$ cat config.mk
export PLATFORM = sky130hd
export DESIGN_NAME = gmbm_ctrl
export DESIGN_NICKNAME = d
export VERILOG_FILES = /design/src/hdl/gmbm_pkg.sv /design/src/hdl/gmbm_ctrl.sv
export SDC_FILE = /design/constraint.sdc
export NUM_CORES = 1
export LEC_CHECK = 0
export BUFFER_PORTS_ARGS = -buffer_cell sky130_fd_sc_hd__buf_2
export CAP_MARGIN = 20
export CORE_MARGIN = 3
export CORE_UTILIZATION = 40
export DETAILED_ROUTE_END_ITERATION = 10
export GPL_TIMING_DRIVEN = 0
export PLACE_DENSITY = 0.72
export SLEW_MARGIN = 20
export SYNTH_ARGS = -nofsm -noshare
export SYNTH_HDL_FRONTEND = slang
export SYNTH_SLANG_ARGS = --single-unit
$ cat constraint.sdc
create_clock -name clk -period 5.6 [get_ports clk]
set_input_delay 0.28 -clock clk [delete_from_list [all_inputs] [get_ports clk]]
set_output_delay 0.28 -clock clk [all_outputs]
set_load 0.01 [all_outputs]
$ cat src/hdl/gmbm_pkg.sv
// Shared constants, codes, types and address helpers of the GF(2) matrix BM base case.
package gmbm_pkg;

  localparam int MAX_ROWS  = 8;
  localparam int MAX_COLS  = 16;
  localparam int WORDS     = 4;
  localparam int WORD_BITS = 64;
  localparam int LEN_MAX   = WORDS * WORD_BITS;

  localparam int ROW_W  = $clog2(MAX_ROWS);
  localparam int COL_W  = $clog2(MAX_COLS);
  localparam int WSEL_W = 2;
  localparam int BIT_W  = $clog2(WORD_BITS);
  localparam int EA_W   = ROW_W + COL_W + WSEL_W;
  localparam int PA_W   = 2 * COL_W + WSEL_W;

  localparam logic [2:0] MODE_WR_E   = 3'd0;
  localparam logic [2:0] MODE_WR_DEG = 3'd1;
  localparam logic [2:0] MODE_RUN    = 3'd2;
  localparam logic [2:0] MODE_RD_P   = 3'd3;
  localparam logic [2:0] MODE_RD_COL = 3'd4;

  localparam logic [1:0] KIND_RUN   = 2'd0;
  localparam logic [1:0] KIND_PWORD = 2'd1;
  localparam logic [1:0] KIND_COL   = 2'd2;

  localparam logic [1:0] ST_FULL  = 2'd0;
  localparam logic [1:0] ST_EARLY = 2'd1;
  localparam logic [1:0] ST_NOPIV = 2'd2;

  localparam logic [1:0] CFG_ROWS = 2'd0;
  localparam logic [1:0] CFG_COLS = 2'd1;
  localparam logic [1:0] CFG_LEN  = 2'd2;

  localparam logic [8:0] LD_MAX = 9'd511;

  typedef enum logic [4:0] {
    S_IDLE, S_RDWAIT, S_COPY_RD, S_COPY_WR, S_INIT_P, S_STEP, S_ROW,
    S_SCAN_RD, S_SCAN_CHK, S_PIV, S_COLK, S_XW_RD, S_XW_WR, S_XP_RD,
    S_XP_WR, S_SHW_RD, S_SHW_WR, S_SHP_RD, S_SHP_WR, S_ROW_END, S_STEP_END
  } state_t;

  typedef enum logic [1:0] {WS_LOAD, WS_XOR, WS_SHIFT} wsrc_t;

  typedef struct packed {
    logic [2:0]  mode;
    logic [3:0]  row;
    logic [3:0]  col;
    logic [1:0]  word;
    logic [63:0] data;
    logic [31:0] degree_in;
  } req_t;

  typedef struct packed {
    logic [1:0]  kind;
    logic [1:0]  status;
    logic [8:0]  steps;
    logic [63:0] word_out;
    logic [31:0] column_degree;
    logic [8:0]  local_degree;
    logic [31:0] zero_run;
    logic [31:0] total_steps;
  } res_t;

  typedef struct packed {
    logic             e_we;
    logic             deg_we;
    logic             col_rd;
    logic             p_rd;
    logic             p_out;
    logic             run_out;
    logic [1:0]       run_status;
    logic [8:0]       steps;
    logic             run_start;
    logic [4:0]       b;
    logic [2:0]       w;
    logic [EA_W-1:0]  e_ra;
    logic [EA_W-1:0]  wk_ra;
    logic [EA_W-1:0]  wk_rb;
    logic [EA_W-1:0]  wk_wa;
    logic             wk_we;
    wsrc_t            wk_src;
    logic [PA_W-1:0]  p_ra;
    logic [PA_W-1:0]  p_rb;
    logic [PA_W-1:0]  p_wa;
    logic             p_we;
    wsrc_t            p_src;
    logic             p_one;
    logic             carry_last;
    logic             scan_clr;
    logic             scan_chk;
    logic [COL_W-1:0] jsel;
    logic [BIT_W-1:0] bsel;
    logic             piv_mark;
    logic             k_mark;
    logic             row_end;
    logic             step_clr;
    logic             step_end;
  } cmd_t;

  typedef struct packed {
    logic                found;
    logic [COL_W-1:0]    pv;
    logic [MAX_COLS-1:0] mask;
    logic                changed;
    logic                out_free;
  } sts_t;

  function automatic logic [EA_W-1:0] wa(logic [ROW_W-1:0] r, logic [COL_W-1:0] c,
                                         logic [WSEL_W-1:0] s);
    return {r, c, s};
  endfunction

  function automatic logic [PA_W-1:0] pa(logic [COL_W-1:0] r, logic [COL_W-1:0] c,
                                         logic [WSEL_W-1:0] s);
    return {r, c, s};
  endfunction

endpackage

$ cat src/hdl/gmbm_ctrl.sv
// Controller: configuration registers, request decode and the run sequencer.
module gmbm_ctrl (
  input  logic             clk,
  input  logic             rst,
  input  logic             cfg_we,
  input  logic [1:0]       cfg_index,
  input  logic [8:0]       cfg_data,
  input  logic             req_valid,
  input  gmbm_pkg::req_t   req,
  input  gmbm_pkg::sts_t   sts,
  output logic             req_ready,
  output gmbm_pkg::cmd_t   cmd
);

  gmbm_pkg::state_t state, state_next;
  logic [3:0] num_rows;
  logic [4:0] num_cols;
  logic [8:0] length_bits;
  logic [8:0] e_cnt, e_cnt_next;
  logic [3:0] i_cnt, i_cnt_next;
  logic [4:0] j_cnt, j_cnt_next;
  logic [4:0] l_cnt, l_cnt_next;
  logic [1:0] s_cnt, s_cnt_next;
  logic [3:0] m_r, m_r_next;
  logic [4:0] b_r, b_r_next;
  logic [8:0] len_r, len_r_next;
  logic [2:0] w_r, w_r_next;
  logic [3:0] m_eff;
  logic [4:0] b_eff;
  logic [8:0] len_eff;
  logic [2:0] w_eff;
  logic       s_last;
  logic [gmbm_pkg::WSEL_W-1:0] wp;

  always_ff @(posedge clk) begin
    if (rst) begin
      num_rows    <= 4'd1;
      num_cols    <= 5'd2;
      length_bits <= 9'd64;
    end else if (cfg_we) begin
      case (cfg_index)
        gmbm_pkg::CFG_ROWS: num_rows    <= cfg_data[3:0];
        gmbm_pkg::CFG_COLS: num_cols    <= cfg_data[4:0];
        gmbm_pkg::CFG_LEN:  length_bits <= cfg_data;
        default: ;
      endcase
    end
  end

  always_ff @(posedge clk) begin
    if (rst) begin
      state <= gmbm_pkg::S_IDLE;
      e_cnt <= '0;
      i_cnt <= '0;
      j_cnt <= '0;
      l_cnt <= '0;
      s_cnt <= '0;
      m_r   <= '0;
      b_r   <= '0;
      len_r <= '0;
      w_r   <= 3'd1;
    end else begin
      state <= state_next;
      e_cnt <= e_cnt_next;
      i_cnt <= i_cnt_next;
      j_cnt <= j_cnt_next;
      l_cnt <= l_cnt_next;
      s_cnt <= s_cnt_next;
      m_r   <= m_r_next;
      b_r   <= b_r_next;
      len_r <= len_r_next;
      w_r   <= w_r_next;
    end
  end

  assign m_eff   = (int'(num_rows) > gmbm_pkg::MAX_ROWS) ? 4'(gmbm_pkg::MAX_ROWS) : num_rows;
  assign b_eff   = (int'(num_cols) > gmbm_pkg::MAX_COLS) ? 5'(gmbm_pkg::MAX_COLS) : num_cols;
  assign len_eff = (int'(length_bits) > gmbm_pkg::LEN_MAX) ? 9'(gmbm_pkg::LEN_MAX)
                                                            : length_bits;
  assign w_eff   = (len_eff == '0) ? 3'd1
                 : 3'((10'(len_eff) + 10'(gmbm_pkg::WORD_BITS - 1)) >> gmbm_pkg::BIT_W);
  assign s_last  = ({1'b0, s_cnt} == (w_r - 3'd1));
  assign wp      = e_cnt[gmbm_pkg::BIT_W +: gmbm_pkg::WSEL_W];

  always_comb begin
    state_next = state;
    e_cnt_next = e_cnt;
    i_cnt_next = i_cnt;
    j_cnt_next = j_cnt;
    l_cnt_next = l_cnt;
    s_cnt_next = s_cnt;
    m_r_next   = m_r;
    b_r_next   = b_r;
    len_r_next = len_r;
    w_r_next   = w_r;
    req_ready  = 1'b0;
    cmd        = '0;
    cmd.b      = b_eff;
    cmd.w      = w_eff;
    cmd.jsel   = j_cnt[gmbm_pkg::COL_W-1:0];
    cmd.bsel   = e_cnt[gmbm_pkg::BIT_W-1:0];
    cmd.steps  = e_cnt;
    case (state)
      gmbm_pkg::S_IDLE: begin
        req_ready = sts.out_free;
        cmd.p_ra  = gmbm_pkg::pa(req.row, req.col, req.word);
        if (req_valid && sts.out_free) begin
          case (req.mode)
            gmbm_pkg::MODE_WR_E:   cmd.e_we = (int'(req.row) < gmbm_pkg::MAX_ROWS);
            gmbm_pkg::MODE_WR_DEG: cmd.deg_we = 1'b1;
            gmbm_pkg::MODE_RUN: begin
              cmd.run_start = 1'b1;
              m_r_next   = m_eff;
              b_r_next   = b_eff;
              len_r_next = len_eff;
              w_r_next   = w_eff;
              l_cnt_next = '0;
              j_cnt_next = '0;
              s_cnt_next = '0;
              state_next = gmbm_pkg::S_COPY_RD;
            end
            gmbm_pkg::MODE_RD_P: begin
              cmd.p_rd   = 1'b1;
              state_next = gmbm_pkg::S_RDWAIT;
            end
            gmbm_pkg::MODE_RD_COL: cmd.col_rd = 1'b1;
            default: ;
          endcase
        end
      end
      gmbm_pkg::S_RDWAIT: begin
        cmd.p_out  = 1'b1;
        state_next = gmbm_pkg::S_IDLE;
      end
      gmbm_pkg::S_COPY_RD: begin
        if (l_cnt == {1'b0, m_r} || b_r == '0) begin
          l_cnt_next = '0;
          j_cnt_next = '0;
          s_cnt_next = '0;
          state_next = gmbm_pkg::S_INIT_P;
        end else begin
          cmd.e_ra   = gmbm_pkg::wa(l_cnt[gmbm_pkg::ROW_W-1:0],
                                    j_cnt[gmbm_pkg::COL_W-1:0], s_cnt);
          state_next = gmbm_pkg::S_COPY_WR;
        end
      end
      gmbm_pkg::S_COPY_WR: begin
        cmd.wk_we  = 1'b1;
        cmd.wk_src = gmbm_pkg::WS_LOAD;
        cmd.wk_wa  = gmbm_pkg::wa(l_cnt[gmbm_pkg::ROW_W-1:0],
                                  j_cnt[gmbm_pkg::COL_W-1:0], s_cnt);
        if (s_last) begin
          s_cnt_next = '0;
          if (j_cnt == b_r - 5'd1) begin
            j_cnt_next = '0;
            l_cnt_next = l_cnt + 5'd1;
          end else begin
            j_cnt_next = j_cnt + 5'd1;
          end
        end else begin
          s_cnt_next = s_cnt + 2'd1;
        end
        state_next = gmbm_pkg::S_COPY_RD;
      end
      gmbm_pkg::S_INIT_P: begin
        if (l_cnt == b_r) begin
          e_cnt_next = '0;
          state_next = gmbm_pkg::S_STEP;
        end else begin
          cmd.p_we  = 1'b1;
          cmd.p_src = gmbm_pkg::WS_LOAD;
          cmd.p_one = (l_cnt == j_cnt) && (s_cnt == '0);
          cmd.p_wa  = gmbm_pkg::pa(l_cnt[gmbm_pkg::COL_W-1:0],
                                   j_cnt[gmbm_pkg::COL_W-1:0], s_cnt);
          if (s_last) begin
            s_cnt_next = '0;
            if (j_cnt == b_r - 5'd1) begin
              j_cnt_next = '0;
              l_cnt_next = l_cnt + 5'd1;
            end else begin
              j_cnt_next = j_cnt + 5'd1;
            end
          end else begin
            s_cnt_next = s_cnt + 2'd1;
          end
        end
      end
      gmbm_pkg::S_STEP: begin
        if (e_cnt == len_r) begin
          cmd.run_out    = 1'b1;
          cmd.run_status = gmbm_pkg::ST_FULL;
          state_next     = gmbm_pkg::S_IDLE;
        end else begin
          cmd.step_clr = 1'b1;
          i_cnt_next   = '0;
          state_next   = gmbm_pkg::S_ROW;
        end
      end
      gmbm_pkg::S_ROW: begin
        if (i_cnt == m_r) begin
          state_next = gmbm_pkg::S_STEP_END;
        end else begin
          cmd.scan_clr = 1'b1;
          j_cnt_next   = '0;
          state_next   = gmbm_pkg::S_SCAN_RD;
        end
      end
      gmbm_pkg::S_SCAN_RD: begin
        if (j_cnt == b_r) begin
          state_next = gmbm_pkg::S_PIV;
        end else begin
          cmd.wk_ra  = gmbm_pkg::wa(i_cnt[gmbm_pkg::ROW_W-1:0],
                                    j_cnt[gmbm_pkg::COL_W-1:0], wp);
          state_next = gmbm_pkg::S_SCAN_CHK;
        end
      end
      gmbm_pkg::S_SCAN_CHK: begin
        cmd.scan_chk = 1'b1;
        j_cnt_next   = j_cnt + 5'd1;
        state_next   = gmbm_pkg::S_SCAN_RD;
      end
      gmbm_pkg::S_PIV: begin
        if (!sts.found) begin
          cmd.run_out    = 1'b1;
          cmd.run_status = gmbm_pkg::ST_NOPIV;
          state_next     = gmbm_pkg::S_IDLE;
        end else begin
          cmd.piv_mark = 1'b1;
          j_cnt_next   = '0;
          state_next   = gmbm_pkg::S_COLK;
        end
      end
      gmbm_pkg::S_COLK: begin
        l_cnt_next = '0;
        s_cnt_next = '0;
        if (j_cnt == b_r) begin
          state_next = gmbm_pkg::S_SHW_RD;
        end else if (j_cnt[gmbm_pkg::COL_W-1:0] == sts.pv ||
                     !sts.mask[j_cnt[gmbm_pkg::COL_W-1:0]]) begin
          j_cnt_next = j_cnt + 5'd1;
        end else begin
          cmd.k_mark = 1'b1;
          state_next = gmbm_pkg::S_XW_RD;
        end
      end
      gmbm_pkg::S_XW_RD: begin
        if (l_cnt == {1'b0, m_r}) begin
          l_cnt_next = '0;
          s_cnt_next = '0;
          state_next = gmbm_pkg::S_XP_RD;
        end else begin
          cmd.wk_ra  = gmbm_pkg::wa(l_cnt[gmbm_pkg::ROW_W-1:0], sts.pv, s_cnt);
          cmd.wk_rb  = gmbm_pkg::wa(l_cnt[gmbm_pkg::ROW_W-1:0],
                                    j_cnt[gmbm_pkg::COL_W-1:0], s_cnt);
          state_next = gmbm_pkg::S_XW_WR;
        end
      end
      gmbm_pkg::S_XW_WR: begin
        cmd.wk_we  = 1'b1;
        cmd.wk_src = gmbm_pkg::WS_XOR;
        cmd.wk_wa  = gmbm_pkg::wa(l_cnt[gmbm_pkg::ROW_W-1:0],
                                  j_cnt[gmbm_pkg::COL_W-1:0], s_cnt);
        if (s_last) begin
          s_cnt_next = '0;
          l_cnt_next = l_cnt + 5'd1;
        end else begin
          s_cnt_next = s_cnt + 2'd1;
        end
        state_next = gmbm_pkg::S_XW_RD;
      end
      gmbm_pkg::S_XP_RD: begin
        if (l_cnt == b_r) begin
          j_cnt_next = j_cnt + 5'd1;
          state_next = gmbm_pkg::S_COLK;
        end else begin
          cmd.p_ra   = gmbm_pkg::pa(l_cnt[gmbm_pkg::COL_W-1:0], sts.pv, s_cnt);
          cmd.p_rb   = gmbm_pkg::pa(l_cnt[gmbm_pkg::COL_W-1:0],
                                    j_cnt[gmbm_pkg::COL_W-1:0], s_cnt);
          state_next = gmbm_pkg::S_XP_WR;
        end
      end
      gmbm_pkg::S_XP_WR: begin
        cmd.p_we  = 1'b1;
        cmd.p_src = gmbm_pkg::WS_XOR;
        cmd.p_wa  = gmbm_pkg::pa(l_cnt[gmbm_pkg::COL_W-1:0],
                                 j_cnt[gmbm_pkg::COL_W-1:0], s_cnt);
        if (s_last) begin
          s_cnt_next = '0;
          l_cnt_next = l_cnt + 5'd1;
        end else begin
          s_cnt_next = s_cnt + 2'd1;
        end
        state_next = gmbm_pkg::S_XP_RD;
      end
      gmbm_pkg::S_SHW_RD: begin
        if (l_cnt == {1'b0, m_r}) begin
          l_cnt_next = '0;
          s_cnt_next = '0;
          state_next = gmbm_pkg::S_SHP_RD;
        end else begin
          cmd.wk_ra  = gmbm_pkg::wa(l_cnt[gmbm_pkg::ROW_W-1:0], sts.pv, s_cnt);
          state_next = gmbm_pkg::S_SHW_WR;
        end
      end
      gmbm_pkg::S_SHW_WR: begin
        cmd.wk_we      = 1'b1;
        cmd.wk_src     = gmbm_pkg::WS_SHIFT;
        cmd.carry_last = s_last;
        cmd.wk_wa      = gmbm_pkg::wa(l_cnt[gmbm_pkg::ROW_W-1:0], sts.pv, s_cnt);
        if (s_last) begin
          s_cnt_next = '0;
          l_cnt_next = l_cnt + 5'd1;
        end else begin
          s_cnt_next = s_cnt + 2'd1;
        end
        state_next = gmbm_pkg::S_SHW_RD;
      end
      gmbm_pkg::S_SHP_RD: begin
        if (l_cnt == b_r) begin
          state_next = gmbm_pkg::S_ROW_END;
        end else begin
          cmd.p_ra   = gmbm_pkg::pa(l_cnt[gmbm_pkg::COL_W-1:0], sts.pv, s_cnt);
          state_next = gmbm_pkg::S_SHP_WR;
        end
      end
      gmbm_pkg::S_SHP_WR: begin
        cmd.p_we       = 1'b1;
        cmd.p_src      = gmbm_pkg::WS_SHIFT;
        cmd.carry_last = s_last;
        cmd.p_wa       = gmbm_pkg::pa(l_cnt[gmbm_pkg::COL_W-1:0], sts.pv, s_cnt);
        if (s_last) begin
          s_cnt_next = '0;
          l_cnt_next = l_cnt + 5'd1;
        end else begin
          s_cnt_next = s_cnt + 2'd1;
        end
        state_next = gmbm_pkg::S_SHP_RD;
      end
      gmbm_pkg::S_ROW_END: begin
        cmd.row_end = 1'b1;
        i_cnt_next  = i_cnt + 4'd1;
        state_next  = gmbm_pkg::S_ROW;
      end
      gmbm_pkg::S_STEP_END: begin
        cmd.step_end = 1'b1;
        if (!sts.changed) begin
          cmd.run_out    = 1'b1;
          cmd.run_status = gmbm_pkg::ST_EARLY;
          state_next     = gmbm_pkg::S_IDLE;
        end else begin
          e_cnt_next = e_cnt + 9'd1;
          state_next = gmbm_pkg::S_STEP;
        end
      end
      default: state_next = gmbm_pkg::S_IDLE;
    endcase
  end

endmodule

==> flow_summary.ini, run 1 <==
[outcome]
outcome = complete, no violations

[yosys]
yosys.area_share.xor_xnor = 0.0878
synthCells = 659
ys_warn_count = 0
ys_ff_latch = 69
synth_top_area_cell = dfxtp_1
netlist.area_leader.share = 0.272
synth-edff-count = 0
synth.area.top_cells = dfxtp_1 27%, nor2_1 6.4%, mux2i_1 6.3%
synth_top_flop_cell = dfxtp_1
synth_top_family_by_area = simple AND/OR/NAND/NOR gates
synth_adder_area_share = 0.0172
ys_types = 60
synth_seq_area_share = 0.272
syn_area_per_cell_um2 = 7.72
synth_fp_nets = 813
synthMuxAreaShare = 0.0763
synth_compound_area_frac = 0.173
ys_async_sr_fraction = 0
netlist_area_um2 = 5080
synth-simple-area-share = 0.312

[route]
wl_um = 18400
ant_nets = 0
wl_per_cell_um = 18.2
post-route-drc-count = 0
drt_pass1_iterations = 6
vias_per_cell = 5.57
vias = 5634
drt_iter0_markers = 426

[setup_path]
crit_path_cell_trace = buf_2 -> clkbuf_1 -> clkbuf_1 -> nand3_1 -> a21oi_1 -> nor2_1 -> nor2_1 -> buf_2
worstPathArrival_ns = 3.06
path_class = reg2out
cp_max_fo = 10
max_stage_delay_ns = 0.50
required_ns = 5.32
crit_start = state[1]
worstSetupEndpointType = output port
crit_path_top_delay_cell = clkbuf_1
startpoint_type = flip-flop
r2r_start = state[1]

[sta]
slew_headroom = 0.354
grt_setup_unrepaired = no
fmax_mhz = 299
timing.final.crit_share = 0.597
hold_viol_final = 0
hold_slack_ns = 0.172
tightest_slew_ns = 0.960
period_minus_slack_ns = 3.34
clock_skew_ns = 0.0103
setup_ws_ns = 2.26
slew_viol_final = 0
setup_viol = 0
setup_tns_ns = 0

[global_route]
grt_remaining_overflow = 0
grt_pass1_wl_um = 29200
grt_pass1_vias = 5426
grt_usage = 0.257
grt_max_degree = 14
antenna_found_initial = 0

[clock_tree]
cts_buffers = 9
post_cts_buffers = 0
postCtsHoldBufs = 0
path_clk_slew_ns = 0.06
cts_max_level = 3
tritoncts = done
insertion_delay_ns = 0.34
clk_path_buf_depth = 2
clkSinkCount = 69
cts_root_buffer = clkbuf_16
cts_resized = 0

[placement]
io_buffers = 168
placed_cells = 995
gp_congestion = 1.03
placed_area_um2 = 6140
pre_cts_ws_ns = 2.54
dp_hpwl_um = 14200

[min_path]
worstHoldPathType = in2reg
min-delay-start = cfg_data[6]

[floorplanning]
core_region_area_um2 = 12200
die_x_um = 119
ioPinCount = 265
dieHeight_um = 119
rows = 40
die_area_um2 = 14100
initial_core_util = 0.416

[pwr]
power.ir.vdd_worst_uv = 178
powerDensity_nw_per_um2 = 260
leakagePower_nw = 3.15
power_mw = 1.69

[cells_and_area]
antenna_cells = 0
fin_util = 0.532
finalNetCount = 992
final_area_um2 = 6500
nFillCells = 1206
drive_above_1_share = 0.259
layout-area-overhead-vs-synth_pct = 27.8
fin_cells = 1011

[run]
maxCapViolCount = 0
-- path summary, 6_finish.rpt --
path | cells after the start | slack (ns) | endpoint
worst max-delay path | 8 | 2.26 | cmd[55]
worst max register to register | 8 | 2.87 | l_cnt[0]
worst min register to register | 2 | 0.48 | num_cols[1]
worst min-delay path | 3 | 0.17 | length_bits[6]
-- cells in the final DEF (no fill, tap or decap), types with 8 or more instances in the layout --
| cell | instances |
|---|---|
| clkbuf_16 | 9 |
| nor3_1 | 16 |
| nand2_1 | 42 |
| nor2_1 | 87 |
| and2_1 | 32 |
| clkbuf_1 | 32 |
| nor4_1 | 9 |
| buf_2 | 177 |
| nand3_1 | 18 |
| and3_1 | 11 |
| dfxtp_1 | 69 |
| o21ai_0 | 21 |
| a21oi_1 | 35 |
| inv_1 | 16 |
| or3_1 | 8 |
| xor2_1 | 32 |
| nand4_1 | 9 |
| nor2b_1 | 16 |
| buf_4 | 10 |
| mux2i_1 | 32 |
| xnor2_1 | 19 |
| a22o_1 | 25 |
| nand2b_1 | 10 |
| nor3b_1 | 20 |
-- area by class of cell --
type                            count  area (um^2)  share of cell area
Buffer                             54          251              0.0387
Clock buffer                        9          225              0.0347
Tap cell                          168          210              0.0323
Clock inverter                      7          123              0.0189
Inverter                           17         63.8             0.00982
Multi-Input combinational cell    519         3400               0.524
Timing Repair Buffer              168          841               0.129
Sequential cell                    69         1380               0.213
-- sequential cells by signal, summed over array words and instances (netlist names), 5 cells and up --
signal,count
len_r,9
e_cnt,9
l_cnt,5
j_cnt,5
state,5
length_bits,9
b_r,5
num_cols,5
-- where the power goes --
part	switching (mW)	total, mW	internal (mW)	leakage (nW)
combinational	0.317	0.503	0.186	2.43
sequential	0.0149	0.519	0.504	0.557
clock	0.229	0.666	0.437	0.162
-- layer usage --
metal	part of all wire	GRT usage	routed length, um	vias to the layer above
li1	-	-	-	2689
met1	0.41	0.318	7500	2583
met2	0.46	0.425	8530	311
met3	0.092	0.0589	1700	51
met4	0.038	0.116	706	0
met5	0	0	0	-
-- cell families after synthesis --
logic type / count (synthesis)
DFF: 69
xor gates and xnor gates: 51
adders and majority gates: 7
AOI/OAI and AO/OA: 126
muxes: 35
buffers and inverters: 71
and+or+nand+nor: 300
-- cells in the mapped netlist (all sizes together), types with 3 or more instances --
master	n
nor2	87
dfxtp	69
nand2	42
a21oi	35
and2	32
clkbuf	32
mux2i	32
xor2	32
a22o	25
buf	22
o21ai	22
nor3b	20
xnor2	19
nand3	18
inv	17
nor3	17
nor2b	16
nor4	12
and3	11
nand2b	10
nand4	9
or3	8
a31oi	7
a32o	7
ha	7
a22oi	4
nand3b	4
and3b	3
and4	3
mux4	3
o2111ai	3
o211ai	3
or2	3
-- critical path, delay by kind of cell (launching register included) --
| family | cells | cell delay (ns) |
|---|---|---|
| flops | 1 | 0.38 |
| simple gates | 3 | 0.58 |
| buf+inv | 4 | 1.37 |
| compound gates | 1 | 0.40 |
Note: power is estimated with default switching activity, not from simulation.
==> run 2, diff against run 1 <==
--- a/config.mk
+++ b/config.mk
@@ -11,7 +11,7 @@
 export CORE_UTILIZATION = 40
 export DETAILED_ROUTE_END_ITERATION = 10
 export GPL_TIMING_DRIVEN = 0
-export PLACE_DENSITY = 0.72
+export PLACE_DENSITY = 0.75
 export SLEW_MARGIN = 20
 export SYNTH_ARGS = -nofsm -noshare
 export SYNTH_HDL_FRONTEND = slang
==> constraint.sdc (replaced) <==
create_clock -name clk -period 3.05 [get_ports clk]
set_input_delay 0.1525 -clock clk [delete_from_list [all_inputs] [get_ports clk]]
set_output_delay 0.1525 -clock clk [all_outputs]
set_load 0.01 [all_outputs]
==> flow_summary.ini, run 2 (synthesis results as in run 1) <==
[cells_and_area]
final_area_um2 = 6460
mostFrequentLayoutCell = buf_2
regArea_um2 = 1380
nFillCells = 1244
multi_input_area_um2 = 3410
layout_common_cells = 178 x buf_2, 87 x nor2_1, 69 x dfxtp_1
antenna_cells = 0
drive_above_1_share = 0.261
finalNetCount = 992
top_regs = e_cnt: 9 flops, len_r: 9 flops, length_bits: 9 flops
layout-area-overhead-vs-synth_pct = 27.1

[clock_tree]
clkSinkCount = 69
tritoncts = done
cts_root_buffer = clkbuf_16
path_clk_slew_ns = 0.06
cts_max_level = 3
clk_path_buf_depth = 2
insertion_delay_ns = 0.34
cts_buffers = 9

[sta]
grt_setup_unrepaired = no
slew_viol_final = 0
timing.final.crit_share = 0.957
hold_slack_ns = 0.0358
fmax_mhz = 343
slew_headroom = 0.272
clock_skew_ns = 0.00668
setup_viol = 0
hold_viol_final = 0
period_minus_slack_ns = 2.92
tightest_slew_ns = 1.08

[setup_path]
crit_path_frequent_cell = buf_2
worstSetupEndpointType = output port
startpoint_type = flip-flop
worstPathArrival_ns = 2.77
max_stage_delay_ns = 0.63
critPathTopFamily = buffers and inverters
path_class = reg2out
worst-path-buf-inv = 5
crit_path_top_delay_cell = nor4_4
crit_path_cell_trace = buf_2 -> buf_2 -> clkbuf_1 -> clkbuf_1 -> nor4_4 -> nand2_1 -> o21ai_0 -> buf_2
required_ns = 2.90
cp_max_fo = 10

[placement]
gp_congestion = 1.08
dp_hpwl_um = 14200
io_buffers = 168
placed_area_um2 = 6150

[route]
wl_per_cell_um = 18.3
post-route-drc-count = 0
ant_nets = 0
vias = 5695
wl_um = 18500
vias_per_cell = 5.63
drt_iter0_markers = 436
drt_pass1_iterations = 7

[floorplanning]
initial_core_util = 0.416
die_area_um2 = 14100
die_x_um = 119
ioPinCount = 265
rows = 40
core_region_area_um2 = 12200
dieHeight_um = 119

[global_route]
grt_max_degree = 20
grt_remaining_overflow = 0
grt_usage = 0.254
grt_pass1_wl_um = 29000
antenna_found_initial = 0
grt_pass1_vias = 5556

[pwr]
powerDensity_nw_per_um2 = 457
power.ir.vdd_worst_uv = 352
leakagePower_nw = 3.13

[outcome]
outcome = complete, no violations

[min_path]
worstHoldPathType = in2reg

[run]
maxCapViolCount = 0
-- run 2: cell types whose count changed in the layout (fill, tap and decap cells not counted), sizes merged --
cell,change
buf,+1
inv,+2
clkbuf,-1
bufinv,-2
-- run 2: tightest hold or removal path: cells and delay by family --
family,cells,cell delay [ns]
muxes,1,0.06
and+or+nand+nor,1,0.06
buffers and inverters,1,0.08
-- run 2: area by class of cell --
type / instances / area share
Buffer: 53 / 0.0383
Clock buffer: 9 / 0.0348
Tap cell: 168 / 0.0325
Multi-Input combinational cell: 519 / 0.527
Inverter: 17 / 0.00987
Timing Repair Buffer: 169 / 0.131
Sequential cell: 69 / 0.214
Clock inverter: 7 / 0.0128
-- run 2: what timing repair did --
| action | CTS | global route |
|---|---|---|
| gates resized for setup | 1 | 1 |
| endpoints found under the hold margin | 0 | 0 |
| hold buffers | 0 | 0 |
| pin swaps | 0 | 1 |
| buffers inserted | 0 | 0 |
| endpoints found under the setup margin | 7 | 6 |
-- run 2: final timing paths --
check	startpoint	endpoint	slack, ns	cells after the start
setup / recovery	state[3]	cmd[74]	0.13	8
hold / removal	cfg_data[6]	length_bits[6]	0.04	3
setup reg to reg	b_r[0]	l_cnt[2]	0.25	8
hold reg to reg	num_cols[1]	num_cols[1]	0.48	2
-- run 2: report_power, final --
group,total [mW],switching [mW],internal (mW)
clock,1.08,0.433,0.645
combinational,0.922,0.581,0.341
sequential,0.953,0.0285,0.925
-- run 2: metrics by stage --
stage / TNS [ns] / worst slack (ns) / util / std cells / power, mW
floorplan: 0 / 0.861 / - / 659 / 1.57
global placement: -0.250 / -0.0965 / 0.502 / 995 / 1.87
detailed placement: 0 / 0.251 / 0.503 / 996 / 1.87
CTS: 0 / 0.131 / 0.529 / 1011 / 2.95
global route: 0 / 0.00257 / 0.529 / 1011 / 3.08
finish: 0 / 0.132 / 0.529 / 1011 / 2.95
-- run 2: per-layer routing --
| layer | share of wire | track usage |
|---|---|---|
| met1 | 0.40 | 0.310 |
| met4 | 0.025 | 0.0963 |
| met3 | 0.091 | 0.0589 |
| met2 | 0.48 | 0.434 |
| met5 | 0 | 0 |
==> run 3, diff against run 2 <==
--- a/config.mk
+++ b/config.mk
@@ -5,13 +5,12 @@
 export SDC_FILE = /design/constraint.sdc
 export NUM_CORES = 1
 export LEC_CHECK = 0
-export BUFFER_PORTS_ARGS = -buffer_cell sky130_fd_sc_hd__buf_2
 export CAP_MARGIN = 20
 export CORE_MARGIN = 3
 export CORE_UTILIZATION = 40
 export DETAILED_ROUTE_END_ITERATION = 10
+export DONT_BUFFER_PORTS = 1
 export GPL_TIMING_DRIVEN = 0
-export PLACE_DENSITY = 0.75
 export SLEW_MARGIN = 20
 export SYNTH_ARGS = -nofsm -noshare
 export SYNTH_HDL_FRONTEND = slang
==> flow_summary.ini, run 3 (synthesis results as in run 1) <==
[setup_path]
crit_path_cell_trace = buf_2 -> nor2_1 -> nand3_1 -> nor2_1 -> nor2_1 -> nor2b_1
worstSetupEndpointType = output port
required_ns = 2.90
path_class = reg2out
max_stage_delay_ns = 0.63
cp_max_fo = 9
startpoint_type = flip-flop
crit_path_frequent_cell = nor2_1
worstPathArrival_ns = 2.72
crit_path_top_delay_cell = nor2_1

[clock_tree]
clk_path_buf_depth = 2
cts_max_level = 3
tritoncts = done
cts_root_buffer = clkbuf_16
cts_buffers = 9
insertion_delay_ns = 0.34
clkSinkCount = 69
path_clk_slew_ns = 0.06
post_cts_buffers = 0

[route]
drt_pass1_iterations = 6
drt_iter0_markers = 357
vias = 5192
vias_per_cell = 6.09
ant_nets = 0
post-route-drc-count = 0
wl_per_cell_um = 22.4
wl_um = 19100

[pwr]
p_sw_frac = 0.334
power.switching_mw = 1.01
power.ir.vdd_worst_uv = 338
combPwrFrac = 0.280
p_clk_frac = 0.404
powerDensity_nw_per_um2 = 525
seq_power_share = 0.316
leakagePower_nw = 2.36
intPower_mw = 2.01

[global_route]
grt_max_degree = 13
grt_pass1_wl_um = 28900
grt_usage = 0.261
grt_pass1_vias = 5109
antenna_found_initial = 1
grt_remaining_overflow = 0

[placement]
placed_area_um2 = 5310
io_buffers = 0
pre_cts_ws_ns = 0.282
dp_hpwl_um = 14700
gp_congestion = 1.03

[run]
maxCapViolCount = 0

[sta]
setup_tns_ns = 0
fmax_mhz = 348
slew_viol_final = 0
hold_viol_final = 0
setup_viol = 0
tightest_slew_ns = 1.04
clock_skew_ns = 0.0120
grt_setup_unrepaired = no
setup_ws_ns = 0.173
period_minus_slack_ns = 2.88
timing.final.crit_share = 0.943
slew_headroom = 0.303

[cells_and_area]
layout-area-overhead-vs-synth_pct = 13.2
multi_input_area_um2 = 3420
nFillCells = 1259
drive_above_1_share = 0.0776
top_regs = e_cnt: 9 flops, len_r: 9 flops, length_bits: 9 flops
finalNetCount = 832
regArea_um2 = 1380
layout_common_cells = 86 x nor2_1, 69 x dfxtp_1, 42 x nand2_1
mostFrequentLayoutCell = nor2_1
final_area_um2 = 5760

[floorplanning]
rows = 40
die_x_um = 119
die_area_um2 = 14100
ioPinCount = 265
core_region_area_um2 = 12200
dieHeight_um = 119
initial_core_util = 0.416

[outcome]
outcome = complete, no violations

[min_path]
worstHoldPathType = in2reg
## run 3: cell count changes in the layout (fill, tap and decap cells not counted), sizes merged
cell | before | now
dlygate4sd3 | 0 | 9
clkinvlp | 2 | 0
clkbuf | 40 | 42
inv | 20 | 18
buf | 191 | 22
bufinv | 1 | 3
diode | 0 | 1
## run 3: worst paths after layout
path                from     endpoint  slack [ns]  depth (start not counted)
min reg2reg  num_rows[0]  num_rows[0]        0.48                          2
min                  rst     l_cnt[4]        0.09                          2
max             state[3]      cmd[62]        0.17                          6
max reg2reg     state[4]     state[1]        0.26                          6
## run 3: power by group through the flow
stage	clock, mW	combinational, mW	sequential [mW]
after global routing	1.26	0.911	0.957
after CTS	1.23	0.833	0.954
after detailed placement	0	0.813	0.974
final	1.22	0.844	0.955
after global placement	0	0.817	0.975
after floorplan	0	0.608	0.961
## run 3: final cells by class
| class | instances | area share |
|---|---|---|
| clock inverters | 5 | 0.0187 |
| plain buffers | 53 | 0.0435 |
| flip-flops and latches | 69 | 0.240 |
| diodes | 1 | 0.000435 |
| well taps | 168 | 0.0365 |
| multi-input cells | 519 | 0.594 |
| inverters | 17 | 0.0111 |
| clock buffers | 11 | 0.0404 |
| repair buffers | 9 | 0.0157 |
## run 3: per-layer routing
metal	up-vias	wire length, um	GRT usage
li1	2383	-	-
met2	286	8920	0.428
met1	2463	7670	0.312
met5	-	0	0
met3	60	1380	0.0531
met4	0	1080	0.159
## run 3: worst max-delay path: cells and delay by family, from the launching register on
kind | cells | cell delay (ns)
DFF | 1 | 0.30
buffers and inverters | 1 | 0.17
and+or+nand+nor | 5 | 1.91
## run 3: repair_timing
action                     4_1_cts  5_1_grt
resized for setup                3        3
setup endpoints to repair       13       12
hold buffers                     9        0
hold endpoints to repair        18        0
## run 3: per-stage QoR
stage	hold WS, ns	util	total power, mW	instances
6_report	0.0937	0.471	3.02	852
3_3_place_gp	0.285	0.434	1.79	827
2_1_floorplan	0.278	-	1.57	659
4_1_cts	0.0874	0.471	3.01	852
3_5_place_dp	0.288	0.435	1.79	827
5_1_grt	0.108	0.471	3.13	852
